==> config.mk <==
export PLATFORM = sky130hd
export DESIGN_NAME = lpvi_mul
export DESIGN_NICKNAME = d
export VERILOG_FILES = /design/src/hw/rtl/lpvi_pkg.sv /design/src/hw/rtl/lpvi_mul.sv
export SDC_FILE = /design/constraint.sdc
export NUM_CORES = 2
export LEC_CHECK = 0
export ABC_CLOCK_PERIOD_IN_PS = 11600
export BUFFER_PORTS_ARGS = -buffer_cell sky130_fd_sc_hd__buf_2
export CAP_MARGIN = 20
export CORE_MARGIN = 8
export CORE_UTILIZATION = 45
export DETAILED_ROUTE_END_ITERATION = 8
export SLEW_MARGIN = 10
export SYNTH_ARGS = -nofsm -noshare
export SYNTH_HDL_FRONTEND = slang
export SYNTH_SLANG_ARGS = --single-unit
==> constraint.sdc <==
create_clock -name clk_i -period 11.6 [get_ports clk_i]
set_input_delay 0.58 -clock clk_i [delete_from_list [all_inputs] [get_ports clk_i]]
set_output_delay 0.58 -clock clk_i [all_outputs]
set_load 0.05 [all_outputs]
==> src/hw/rtl/lpvi_pkg.sv <==
// Shared constants, types and fixed-point helpers for the LPV one-step inverse estimator.
// Used by the multiplier, the divider and the top level; depends on nothing else.
package lpvi_pkg;

  localparam int STATE_DIM   = 4;
  localparam int MODEL_SLOTS = 8;
  localparam int FRAC_BITS   = 16;

  localparam int SLOT_W    = 3;
  localparam int OFF_W     = 5;
  localparam int ADDR_W    = SLOT_W + OFF_W;
  localparam int MEM_DEPTH = MODEL_SLOTS * (1 << OFF_W);

  localparam logic [OFF_W-1:0] B_OFF    = OFF_W'(STATE_DIM * STATE_DIM);
  localparam logic [OFF_W-1:0] C_OFF    = OFF_W'(STATE_DIM * STATE_DIM + STATE_DIM);
  localparam logic [OFF_W-1:0] LAST_OFF = OFF_W'(STATE_DIM * STATE_DIM + 2 * STATE_DIM - 1);

  localparam int MUL_W     = 33;
  localparam int PROD_W    = 2 * MUL_W;
  localparam int DIV_W     = 64;
  localparam int DIV_BITS  = 33;
  localparam int DIV_CNT_W = 6;
  localparam int HI_SHIFT  = DIV_BITS - FRAC_BITS;

  localparam logic signed [63:0] S32_MAX = 64'sd2147483647;
  localparam logic signed [63:0] S32_MIN = -64'sd2147483648;

  typedef enum logic [1:0] {
    CMD_COEF    = 2'd0,
    CMD_PARAM   = 2'd1,
    CMD_CLEAR   = 2'd2,
    CMD_PROCESS = 2'd3
  } cmd_e;

  typedef enum logic [1:0] {
    SEL_A = 2'd0,
    SEL_B = 2'd1,
    SEL_C = 2'd2
  } sel_e;

  typedef enum logic [1:0] {
    REG_LAMBDA = 2'd0,
    REG_COUNT  = 2'd1
  } reg_e;

  typedef struct packed {
    logic busy;
    logic done;
    logic ovf;
  } div_status_t;

  function automatic logic signed [MUL_W-1:0] sx33(input logic [31:0] x);
    return {x[31], x};
  endfunction

  function automatic logic signed [63:0] sx64(input logic [31:0] x);
    return {{32{x[31]}}, x};
  endfunction

  // Product shifted down by the fraction width, rounding toward minus infinity.
  function automatic logic signed [63:0] fshift(input logic signed [PROD_W-1:0] p);
    logic signed [PROD_W-1:0] s;
    s = p >>> FRAC_BITS;
    return s[63:0];
  endfunction

  function automatic logic [31:0] sat32(input logic signed [63:0] x);
    logic [31:0] r;
    if (x > S32_MAX) r = 32'h7fff_ffff;
    else if (x < S32_MIN) r = 32'h8000_0000;
    else r = x[31:0];
    return r;
  endfunction

  function automatic logic ovf32(input logic signed [63:0] x);
    return (x > S32_MAX) || (x < S32_MIN);
  endfunction

endpackage

==> src/hw/rtl/lpvi_mul.sv <==
// Shared signed multiplier with a registered product.
// Depends on lpvi_pkg for the operand width.
module lpvi_mul import lpvi_pkg::*; (
  input  logic                     clk_i,
  input  logic signed [MUL_W-1:0]  a_i,
  input  logic signed [MUL_W-1:0]  b_i,
  output logic signed [PROD_W-1:0] p_o
);

  logic signed [PROD_W-1:0] p_q;

  always_ff @(posedge clk_i) begin
    p_q <= a_i * b_i;
  end

  assign p_o = p_q;

endmodule

**Yosys cells after proc, flatten, opt, wreduce, memory -nomap -nowiden**

Cells that the tools add are included.

- Output and inout bits: 66
- Input port bits: 67
- Logic and storage cells: 2
- Flip-flop bits (word level): 66

- Multiply operators: 1

Operators by type and width:

| operator | number |
|---|---|
| 33-bit by 33-bit multiplier with 66-bit output | 1 |

**Longest topological paths before layout**

- Depth after elaboration: 1
- Gate-level depth with buffers: 27
- Depth with buffers taken out: 26

**Least setup slack after synthesis**

Ideal clock, no wire load.

- Path kind: input to register
- Start: input port a_i[32]
- End: register p_q[62], in the netlist p_o[62]
- Required time: 11.521 ns
- Cell stages on the path: 23
- Setup slack: 3.784 ns
- Setup time: 0.079 ns
- Data arrival time: 7.737 ns
- Buffers on the path: 2
- Cells stage by stage: clkbuf_1 nand2_1 inv_1 fa_1 fa_1 fa_1 fa_1 fa_1 fa_1 fa_1 inv_1 fa_1 inv_1 ha_1 clkbuf_1 and3_1 nand3_1 nand2b_1 a2111oi_4 a211oi_4 a21o_2 a21o_1 a211oi_2

- Word-level cells in the longest chain between the ends: 1

Ends and longest elaborated chain:

| item | line | source |
|---|---|---|
| from (decl) | lpvi_mul.sv:5 | `input logic signed [MUL_W-1:0] a_i,` |
| 33-bit by 33-bit multiplier with 66-bit output | lpvi_mul.sv:13 | `p_q <= a_i * b_i;` |
| to (signal assigned) | lpvi_mul.sv:13 |  |
| to (decl) | lpvi_mul.sv:10 | `logic signed [PROD_W-1:0] p_q;` |

Every way passes these cells.

**Worst setup path after layout**

- Start: input port b_i[9]
- End: register p_q[64], in the netlist p_o[64]

- Word-level cells in the longest chain between the ends: 1

Ends and longest elaborated chain:

| item | line | source |
|---|---|---|
| from (decl) | lpvi_mul.sv:6 | `input logic signed [MUL_W-1:0] b_i,` |
| 33-bit by 33-bit multiplier with 66-bit output | lpvi_mul.sv:13 |  |

Every way passes these cells.

==> metrics.cfg <==
[critical_path]
path_class=input port to flip-flop
crit_fanout=33
start_kind=input port
critPathSlowestCell=fa_1
required_ps=11870
arrival_ps=9030
path_common_cell=fa_1
crit_path_cell_trace=buf_2, nand2_1, fa_1, fa_1, fa_1, inv_1, fa_1, fa_1, fa_1, fa_1, inv_1, fa_1, inv_1, ha_1, inv_1, o21bai_1, a21oi_1, and2_1, nand3_2, a211oi_1, a311oi_1
crit_path_end_kind=flip-flop
crit_path_max_incr_delay_ps=960

[routing]
drc=0
viasPerCell=5.11
drt-initial-drc-count=1356
dr.pass1.iters=5
vias=27900
ant_nets=0
routed_wl_mm=111
wl_per_cell_um=20.3

[floorplanning]
coreArea_um2=89900
die_h_um=317
die_w_um=317
row_count=110
io_pins=133
die-area_um2=100000
initial_core_util_pct=45.3

[logic_synthesis]
seq_area_frac_synth_pct=3.24
synth_common_cells=fa_1 (1145), inv_1 (1131), and2_1 (562), nand2_1 (551), ha_1 (217)
avgSynthCellArea_um2=9.39
ys_seq_elements=66
netlist_instances=4338
ys_types=80
yosysMostFrequentCell=fa_1
syn_area_um2=40700
synth_top_area_share_pct=56.3
synth_top_cell_by_area=fa_1
async_flop_share_pct=0
yosys_warnings=0
synth_edf_count=0
synth_area_leaders=fa_1 (56%), inv_1 (10%), and2_1 (8.6%)
ys.flop_type=dfxtp_1
syn_nets=5767

[min_path]
hp-class=input port to flip-flop

[timing]
fmax_mhz=114
tns_ps=0
rsz0062_at_grt=false
relSlewSlack_pct=31.7
finalCritPeriodShare_pct=75.6
layout_min_cycle_time_ps=8760
setup_viol=0
worst_slew_pin_slew_ps=1020
finalHoldViolCount=0
slew_viol_final=0

[cells_and_area]
drive_gt1_share_pct=4.76
finish.utilization_pct=47.3
fin_nets=5709
largest_register_ffs=66
synthToLayoutAreaGrowth_pct=4.30

[grt]
grt_overflow_total=0
grt_use_total_pct=23.3
antenna_found_initial=6
grt_pass1_wl_mm=179
grt_pass1_vias=31100
grt_max_degree=34

[cts]
clockRootBuffer=clkbuf_16
htreeDepth=3
cts_hold_buf=0
cts_tree=built
numCtsBuffers=9
clk_path_buf_depth=2
cts.sinks=66
postCtsSetupRepairBufs=0
path_clk_slew_ps=70
cts-resized-gates=0

[placement]
gp_congestion=0.893
hpwlAfterDp_mm=91.1
io_buffers=132

[run]
maxCapViolCount=0

[outcome]
status=completed

-- critical path: cells and delay by family --
kind,cells,cell delay (ps)
compound gates,4,1130
fa+ha+maj,9,5200
buf+inv,5,1320
simple gates,3,750
-- layout make-up --
class	instances	area [µm²]
repair buffers	152	811
clock buffers	13	270
multi-input cells	2920	34300
well taps	1176	1470
fillers	8716	47400
diodes	2	5.00
inverters	1131	4250
clock inverters	3	46.3
flip-flops and latches	66	1320
-- routing by layer --
layer	GRT usage, %	vias to the layer above	part of all wire (%)
li1	-	12200	-
met1	29.6	14800	40
met2	40.6	711	51
met3	3.37	166	4.9
met4	8.08	0	3.9
met5	0	-	0
-- path summary, 6_finish.rpt --
path / end / cells after the start / from / slack (ps)
setup / recovery: p_o[64] / 21 / b_i[9] / 2840
hold / removal: p_o[0] / 2 / b_i[0] / 760
-- layout by cell type, fill, tap and decap left out, types with 4 or more instances in the layout --
cell type and instances:
a211o_1 6, a21oi_1 57, and3_1 5, and2_1 562, inv_1 1131, a21o_1 36, nand2_1 551, xor2_1 25
o21ai_0 25, clkbuf_16 9, buf_4 20, o211ai_1 4, a211oi_1 7, o21ai_1 6, dfxtp_1 66, nand4_1 11
buf_2 132, nor2b_1 5, ha_1 217, and4_1 5, nand2b_1 12, nor3_1 7, o21a_1 6, nor2_1 68
fa_1 1145, a31oi_1 8, xnor2_1 43, o21bai_1 11, nand3_1 25
-- metrics by stage --
stage	setup slack (ps)	instance area, µm²	hold slack [ps]	instances
after floorplan	3780	40700	707	4338
after global placement	2620	42200	1050	5445
after CTS	2980	42500	745	5461
after global routing	2660	42500	786	5462
final	2840	42500	761	5463
after detailed placement	2570	42200	1050	5445
-- logic make-up after synthesis --
group	after synthesis	synth area share, %
simple gates	1271	15.8
flops	66	3.24
compound gates	219	4.07
fa+ha+maj	1362	62.9
buf+inv	1352	12.5
xor+xnor	68	1.46
Power is not shown: default switching activity piles up to over one toggle a cycle in this logic, so the estimate is an artifact.
