File: src/hw/rtl/lpvi_pkg.sv
// Shared constants, types and fixed-point helpers for the LPV one-step inverse estimator.
// Used by the multiplier, the divider and the top level; depends on nothing else.
package lpvi_pkg;

  localparam int STATE_DIM   = 4;
  localparam int MODEL_SLOTS = 8;
  localparam int FRAC_BITS   = 16;

  localparam int SLOT_W    = 3;
  localparam int OFF_W     = 5;
  localparam int ADDR_W    = SLOT_W + OFF_W;
  localparam int MEM_DEPTH = MODEL_SLOTS * (1 << OFF_W);

  localparam logic [OFF_W-1:0] B_OFF    = OFF_W'(STATE_DIM * STATE_DIM);
  localparam logic [OFF_W-1:0] C_OFF    = OFF_W'(STATE_DIM * STATE_DIM + STATE_DIM);
  localparam logic [OFF_W-1:0] LAST_OFF = OFF_W'(STATE_DIM * STATE_DIM + 2 * STATE_DIM - 1);

  localparam int MUL_W     = 33;
  localparam int PROD_W    = 2 * MUL_W;
  localparam int DIV_W     = 64;
  localparam int DIV_BITS  = 33;
  localparam int DIV_CNT_W = 6;
  localparam int HI_SHIFT  = DIV_BITS - FRAC_BITS;

  localparam logic signed [63:0] S32_MAX = 64'sd2147483647;
  localparam logic signed [63:0] S32_MIN = -64'sd2147483648;

  typedef enum logic [1:0] {
    CMD_COEF    = 2'd0,
    CMD_PARAM   = 2'd1,
    CMD_CLEAR   = 2'd2,
    CMD_PROCESS = 2'd3
  } cmd_e;

  typedef enum logic [1:0] {
    SEL_A = 2'd0,
    SEL_B = 2'd1,
    SEL_C = 2'd2
  } sel_e;

  typedef enum logic [1:0] {
    REG_LAMBDA = 2'd0,
    REG_COUNT  = 2'd1
  } reg_e;

  typedef struct packed {
    logic busy;
    logic done;
    logic ovf;
  } div_status_t;

  function automatic logic signed [MUL_W-1:0] sx33(input logic [31:0] x);
    return {x[31], x};
  endfunction

  function automatic logic signed [63:0] sx64(input logic [31:0] x);
    return {{32{x[31]}}, x};
  endfunction

  // Product shifted down by the fraction width, rounding toward minus infinity.
  function automatic logic signed [63:0] fshift(input logic signed [PROD_W-1:0] p);
    logic signed [PROD_W-1:0] s;
    s = p >>> FRAC_BITS;
    return s[63:0];
  endfunction

  function automatic logic [31:0] sat32(input logic signed [63:0] x);
    logic [31:0] r;
    if (x > S32_MAX) r = 32'h7fff_ffff;
    else if (x < S32_MIN) r = 32'h8000_0000;
    else r = x[31:0];
    return r;
  endfunction

  function automatic logic ovf32(input logic signed [63:0] x);
    return (x > S32_MAX) || (x < S32_MIN);
  endfunction

endpackage

File: src/hw/rtl/lpvi_div.sv
// Restoring divider, one quotient bit per cycle, shared by the weight and estimate divisions.
// Depends on lpvi_pkg for widths and the status struct.
module lpvi_div import lpvi_pkg::*; (
  input  logic                 clk_i,
  input  logic                 rst_ni,
  input  logic                 start_i,
  input  logic [DIV_W-1:0]     rem_i,
  input  logic [DIV_BITS-1:0]  low_i,
  input  logic [DIV_CNT_W-1:0] steps_i,
  input  logic [DIV_W-1:0]     den_i,
  output div_status_t          status_o,
  output logic [DIV_BITS-1:0]  quo_o
);

  logic [DIV_W-1:0]     rem_q;
  logic [DIV_BITS-1:0]  low_q;
  logic [DIV_W-1:0]     den_q;
  logic [DIV_CNT_W-1:0] cnt_q;
  logic [DIV_BITS-1:0]  quo_q;
  logic                 busy_q, done_q, ovf_q;

  logic [DIV_W:0] trial, diff;
  logic           ge;

  always_comb begin
    trial = {rem_q, low_q[DIV_BITS-1]};
    ge    = trial >= {1'b0, den_q};
    diff  = trial - {1'b0, den_q};
  end

  always_ff @(posedge clk_i or negedge rst_ni) begin
    if (!rst_ni) begin
      busy_q <= 1'b0;
      done_q <= 1'b0;
      ovf_q  <= 1'b0;
      rem_q  <= '0;
      low_q  <= '0;
      den_q  <= '0;
      cnt_q  <= '0;
      quo_q  <= '0;
    end else begin
      done_q <= 1'b0;
      if (start_i) begin
        rem_q  <= rem_i;
        low_q  <= low_i;
        den_q  <= den_i;
        cnt_q  <= steps_i;
        quo_q  <= '0;
        // A leading part already at or above the divisor means the quotient overflows.
        ovf_q  <= rem_i >= den_i;
        busy_q <= 1'b1;
      end else if (busy_q) begin
        rem_q <= ge ? diff[DIV_W-1:0] : trial[DIV_W-1:0];
        low_q <= low_q << 1;
        quo_q <= {quo_q[DIV_BITS-2:0], ge};
        cnt_q <= cnt_q - 1'b1;
        if (cnt_q == DIV_CNT_W'(1)) begin
          busy_q <= 1'b0;
          done_q <= 1'b1;
        end
      end
    end
  end

  assign status_o = '{busy: busy_q, done: done_q, ovf: ovf_q};
  assign quo_o    = quo_q;

endmodule

File: config.mk
export PLATFORM = sky130hd
export DESIGN_NAME = lpvi_div
export DESIGN_NICKNAME = d
export VERILOG_FILES = /design/src/hw/rtl/lpvi_pkg.sv /design/src/hw/rtl/lpvi_div.sv
export SDC_FILE = /design/constraint.sdc
export NUM_CORES = 1
export LEC_CHECK = 0
export ABC_AREA = 1
export CAP_MARGIN = 20
export CORE_AREA = 2 2 167 169
export DETAILED_ROUTE_END_ITERATION = 8
export DIE_AREA = 0 0 169 171
export DONT_BUFFER_PORTS = 1
export GPL_TIMING_DRIVEN = 0
export PLACE_DENSITY = 0.76
export REMOVE_ABC_BUFFERS = 1
export SKIP_CTS_REPAIR_TIMING = 1
export SLEW_MARGIN = 20
export SYNTH_ARGS = -nofsm -noshare
export SYNTH_HDL_FRONTEND = slang
export SYNTH_SLANG_ARGS = --single-unit
File: constraint.sdc
create_clock -name clk_i -period 6.3 [get_ports clk_i]
set_clock_uncertainty 0.2 [all_clocks]
set_input_delay 1.26 -clock clk_i [delete_from_list [all_inputs] [get_ports clk_i]]
set_output_delay 1.26 -clock clk_i [all_outputs]
set_load 0.05 [all_outputs]
# Yosys cells after proc, flatten, opt, wreduce, memory -nomap -nowiden
# Index checks and enable logic that the tools add are counted.
# totals
regBits,203
latchBits,0
ramBits,0
mem_bits_ro,0
input_bits,170
output_inout_bits,36
n_memories,0
# classes
addsub,2
multipliers,0
n_div,0
order_cmp,2
n_eq_ne,1
shifts,0
muxes,15
bitwise,0
reduce_logical,1
# op_table
operator,n
64-bit two-way mux,3
33-bit two-way mux,4
65-bit by 64-bit greater-or-equal comparator with 1-bit output,1
64-bit greater-or-equal comparator,1
64-bit subtractor,1
6-bit two-way mux,2
"6-bit by 1-bit == test with 1-bit output, second input constant",1
1-bit two-way mux,6
"6-bit by 1-bit subtractor with 6-bit output, second input constant",1
2-bit nonzero test,1

# Depth between registers and ports, before layout
# depth
depth_word,4
mapped_depth,19
depth_no_buf,18

# Worst setup path after synthesis
# No wires, ideal clock.
# synth_timing
path_type,in2reg
startpoint,input port start_i
endpoint,register rem_q[16]
arrival_time_ps,2461
required_time_ps,6033
setup_slack_ps,3572
path_stages,6
n_path_buf,3
cell_sequence,clkbuf_1 > nor2_1 > buf_2 > buf_1 > nand3_1 > nand2_1
# synth_between
elab_chain_cells,1
word_cells_on_any_way,2
cone_classes,mux (1); reduce/logical (1)
# synth_rtl
item,line_no,source
"start, declared",lpvi_div.sv:6,"input logic start_i,"
64-bit two-way mux / 2-bit nonzero test (equally long branches),-,
"end signal, assigned",lpvi_div.sv:44,rem_q <= rem_i;
"end signal, assigned",lpvi_div.sv:53,rem_q <= ge ? diff[DIV_W-1:0] : trial[DIV_W-1:0];
"end, declared",lpvi_div.sv:15,logic [DIV_W-1:0] rem_q;
# Several ways; a longest one is shown, not always the timed one.
# A chain may end at the register's enable or synchronous reset.

# Worst setup path in the final report
# layout_timing
startpoint,register rem_q[43]
endpoint,register rem_q[36]
# layout_between
elab_chain_cells,4
# layout_rtl
item,line_no,source
65-bit by 64-bit greater-or-equal comparator with 1-bit output,lpvi_div.sv:27,"ge = trial >= {1'b0, den_q};"
64-bit two-way mux,lpvi_div.sv:53,
64-bit two-way mux,lpvi_div.sv:52,end else if (busy_q) begin
64-bit two-way mux,lpvi_div.sv:43,if (start_i) begin
# Every way passes these cells. The select of a mux whose other input is x is not followed.

==> impl_metrics.env <==
export IMPL_ys_seq_elements=203
export IMPL_syn_inst=2471
export IMPL_hpwlAfterDp_um=40600
export IMPL_ant_nets=0
export IMPL_final_setup_worst_slack_ns=1.80
export IMPL_drive_above_1_share_pct=4.62
export IMPL_clkLatencyLatePin_ns=0.55
export IMPL_final_cell_mix="nand2_1 (816), inv_1 (466), dfrtp_1 (203)"
export IMPL_final_cell_count_no_fill=2794
export IMPL_htreeDepth=1
export IMPL_ir_worst_vdd_mv=0.330
export IMPL_final_hold_viol_count=0
export IMPL_cp_start_kind="flop"
export IMPL_place_ws_ns=1.96
export IMPL_yosysWarnings=0
export IMPL_netlist_top_cells_area="dfrtp_1 (31%), nand2_1 (19%), inv_1 (11%), ha_1 (10%), nand3_1 (3.9%)"
export IMPL_drtIter0Drc=1249
export IMPL_port_buffers=0
export IMPL_yosys_area_share_adder_pct=10.1
export IMPL_grt_pass1_vias=15400
export IMPL_place_gp_congestion=0.969
export IMPL_p_leak_nw=9.58
export IMPL_core_area_um2=27300
export IMPL_row_count=61
export IMPL_die_w_um=169
export IMPL_drc=0
export IMPL_fin_crit_ns=4.50
export IMPL_synth_edf_count=0
export IMPL_clock_sinks=203
export IMPL_min_period_over_period_pct=71.4
export IMPL_start_util_pct=59.7
export IMPL_powerDensity_nw_per_um2=463
export IMPL_crit_fanout=69
export IMPL_dieArea_um2=28900
export IMPL_required_ns=6.51
export IMPL_worstMarginPinSlew_ns=0.873
export IMPL_min_path_type="in -> async"
export IMPL_synth_main_ff_cell="dfrtp_1"
export IMPL_grt_overflow_total=0
export IMPL_area_delta_synth_final_pct=6.66
export IMPL_slew_violations=0
export IMPL_status="complete, no violations"
export IMPL_antenna_found_initial=1
export IMPL_fmax_ghz=0.222
export IMPL_dp_cells=2753
export IMPL_synth_compound_area_share_pct=13.4
export IMPL_clk_path_buf_depth=3
export IMPL_grt_setup_unrepaired="no"
export IMPL_maxCapViolations=0
export IMPL_netlist_area_um2=16300
export IMPL_firstDrtPassIters=8
export IMPL_cts_buffers=22
export IMPL_fp_dieH_um=171
export IMPL_grt_max_degree=224
export IMPL_fin_nets=2732
export IMPL_r2r_end="rem_q[36]$_DFFE_PN0P_"
export IMPL_endpoint_kind="flop"
export IMPL_yosys_area_top_type_share_pct=31.1
export IMPL_final_common_cell="nand2_1"
export IMPL_drt_wl_total_um=52600
export IMPL_synth_area_per_cell_um2=6.60
export IMPL_reg2reg_depth=13
export IMPL_grtUsageTotal_pct=35.8
export IMPL_reg2reg_slack_ns=1.80
export IMPL_ys_seq_area_share_pct=31.1
export IMPL_wl_per_cell_um=18.8
export IMPL_cts_tree="built"
export IMPL_synth_simple_gate_area_share_pct=30.7
export IMPL_n_fill_cell=2435
export IMPL_critPathKind="reg -> reg"
export IMPL_vias=15800
export IMPL_pin_count=206
export IMPL_synth_xor_area_share_pct=1.66
export IMPL_grt_first_pass_wirelength_um=80500
export IMPL_finalSetupViolCount=0
export IMPL_rr_startpoint="rem_q[43]$_DFFE_PN0P_"
export IMPL_slew_headroom_pct=41.4
export IMPL_arrival_ns=4.71
export IMPL_cts_root_buf="clkbuf_16"
export IMPL_synth_top_family_by_area="simple AND/OR/NAND/NOR gates"
export IMPL_cts_clk_slew_worst_paths_ns=0.06
export IMPL_yosysUniqueCellTypes=44
export IMPL_synth_top_cell_by_area="dfrtp_1"
export IMPL_synth_async_reset_ratio_pct=100
export IMPL_avgViaCountPerCell=5.64
export IMPL_synth_mux_area_share_pct=0
## cells in the mapped netlist, drive strengths merged, types with 5 or more instances
cell    count
nor4        5
a22oi      58
nand3     150
nor2      172
clkbuf     47
nand2     832
dfrtp     203
xor2       12
nand4      15
o22ai      31
buf        23
o21bai     15
ha        130
nor3       14
a21oi     107
o221ai     13
inv       473
o211ai     16
xnor2      19
o21ai     122
## report_power, final
part | internal (mW) | switching [mW]
Combinational | 1.48 | 3.19
Clock | 0.965 | 0.581
Sequential | 1.59 | 0.257
## metrics by stage
step | hold WS (ns) | power [mW] | area (um2) | utilization [%] | TNS [ns]
4_1_cts | 0.203 | 7.98 | 17400 | 63.7 | 0
3_5_place_dp | 0.265 | 6.41 | 16500 | 60.5 | 0
2_1_floorplan | 0.246 | 5.08 | 16000 | - | -13.11
6_report | 0.210 | 8.06 | 17400 | 63.7 | 0
5_1_grt | 0.202 | 8.65 | 17400 | 63.7 | 0
3_3_place_gp | 0.264 | 6.31 | 16400 | 60.0 | -296.65
## per-layer routing
| layer | GRT usage [%] | vias to the layer above | wire length, um |
|---|---|---|---|
| li1 | - | 7693 | - |
| met1 | 45.3 | 7334 | 21900 |
| met2 | 60.1 | 615 | 24100 |
| met3 | 7.82 | 119 | 4380 |
| met4 | 14.2 | 0 | 2210 |
| met5 | 0 | - | 0 |
## state kept, by name (all words and copies together), names as in the netlist
name and cells:
done_q 1, quo_o 33, den_q 64, low_q 33, rem_q 64, busy_q 1, cnt_q 6, ovf_q 1
## cell type report
type / instances / area, um2 / share of cell area [%]
Antenna cell: 1 / 2.50 / 0.0144
Clock buffer: 25 / 592 / 3.40
Clock inverter: 15 / 272 / 1.56
Inverter: 473 / 1780 / 10.2
Multi-Input combinational cell: 1725 / 9110 / 52.4
Sequential cell: 203 / 5080 / 29.2
Tap cell: 346 / 433 / 2.49
Timing Repair Buffer: 6 / 128 / 0.734
## logic make-up after synthesis
logic type / after synthesis
buffers and inverters: 543
xor gates and xnor gates: 31
DFF: 203
adders and majority gates: 131
AOI/OAI and AO/OA: 369
and+or+nand+nor: 1194
## how the worst max path moves through the flow
stage | startpoint | endpoint | slack [ns] | depth (start not counted)
3_5_place_dp | rem_q[43]$_DFFE_PN0P_ | rem_q[34]$_DFFE_PN0P_ | 1.96 | 13
3_3_place_gp | start_i | cnt_q[1]$_DFFE_PN0P_ | -4.10 | 3
4_1_cts | rem_q[43]$_DFFE_PN0P_ | rem_q[36]$_DFFE_PN0P_ | 1.95 | 13
6_report | rem_q[43]$_DFFE_PN0P_ | rem_q[36]$_DFFE_PN0P_ | 1.80 | 13
2_1_floorplan | start_i | cnt_q[1]$_DFFE_PN0P_ | -0.28 | 3
5_1_grt | rem_q[43]$_DFFE_PN0P_ | rem_q[36]$_DFFE_PN0P_ | 1.65 | 13
## critical path, cell delays in order (launching register included)
cell,delay (ns)
dfrtp_1,0.41
ha_1,0.37
a21oi_1,0.43
nand2_1,0.17
a21oi_1,0.34
nand2_1,0.12
nand2_1,0.10
nand2_1,0.08
nor2_4,0.59
nand2_8,0.50
inv_2,0.68
nand2_1,0.10
nand3_1,0.16
nand2_1,0.07
No activity file was read; power rests on OpenSTA's default activity.
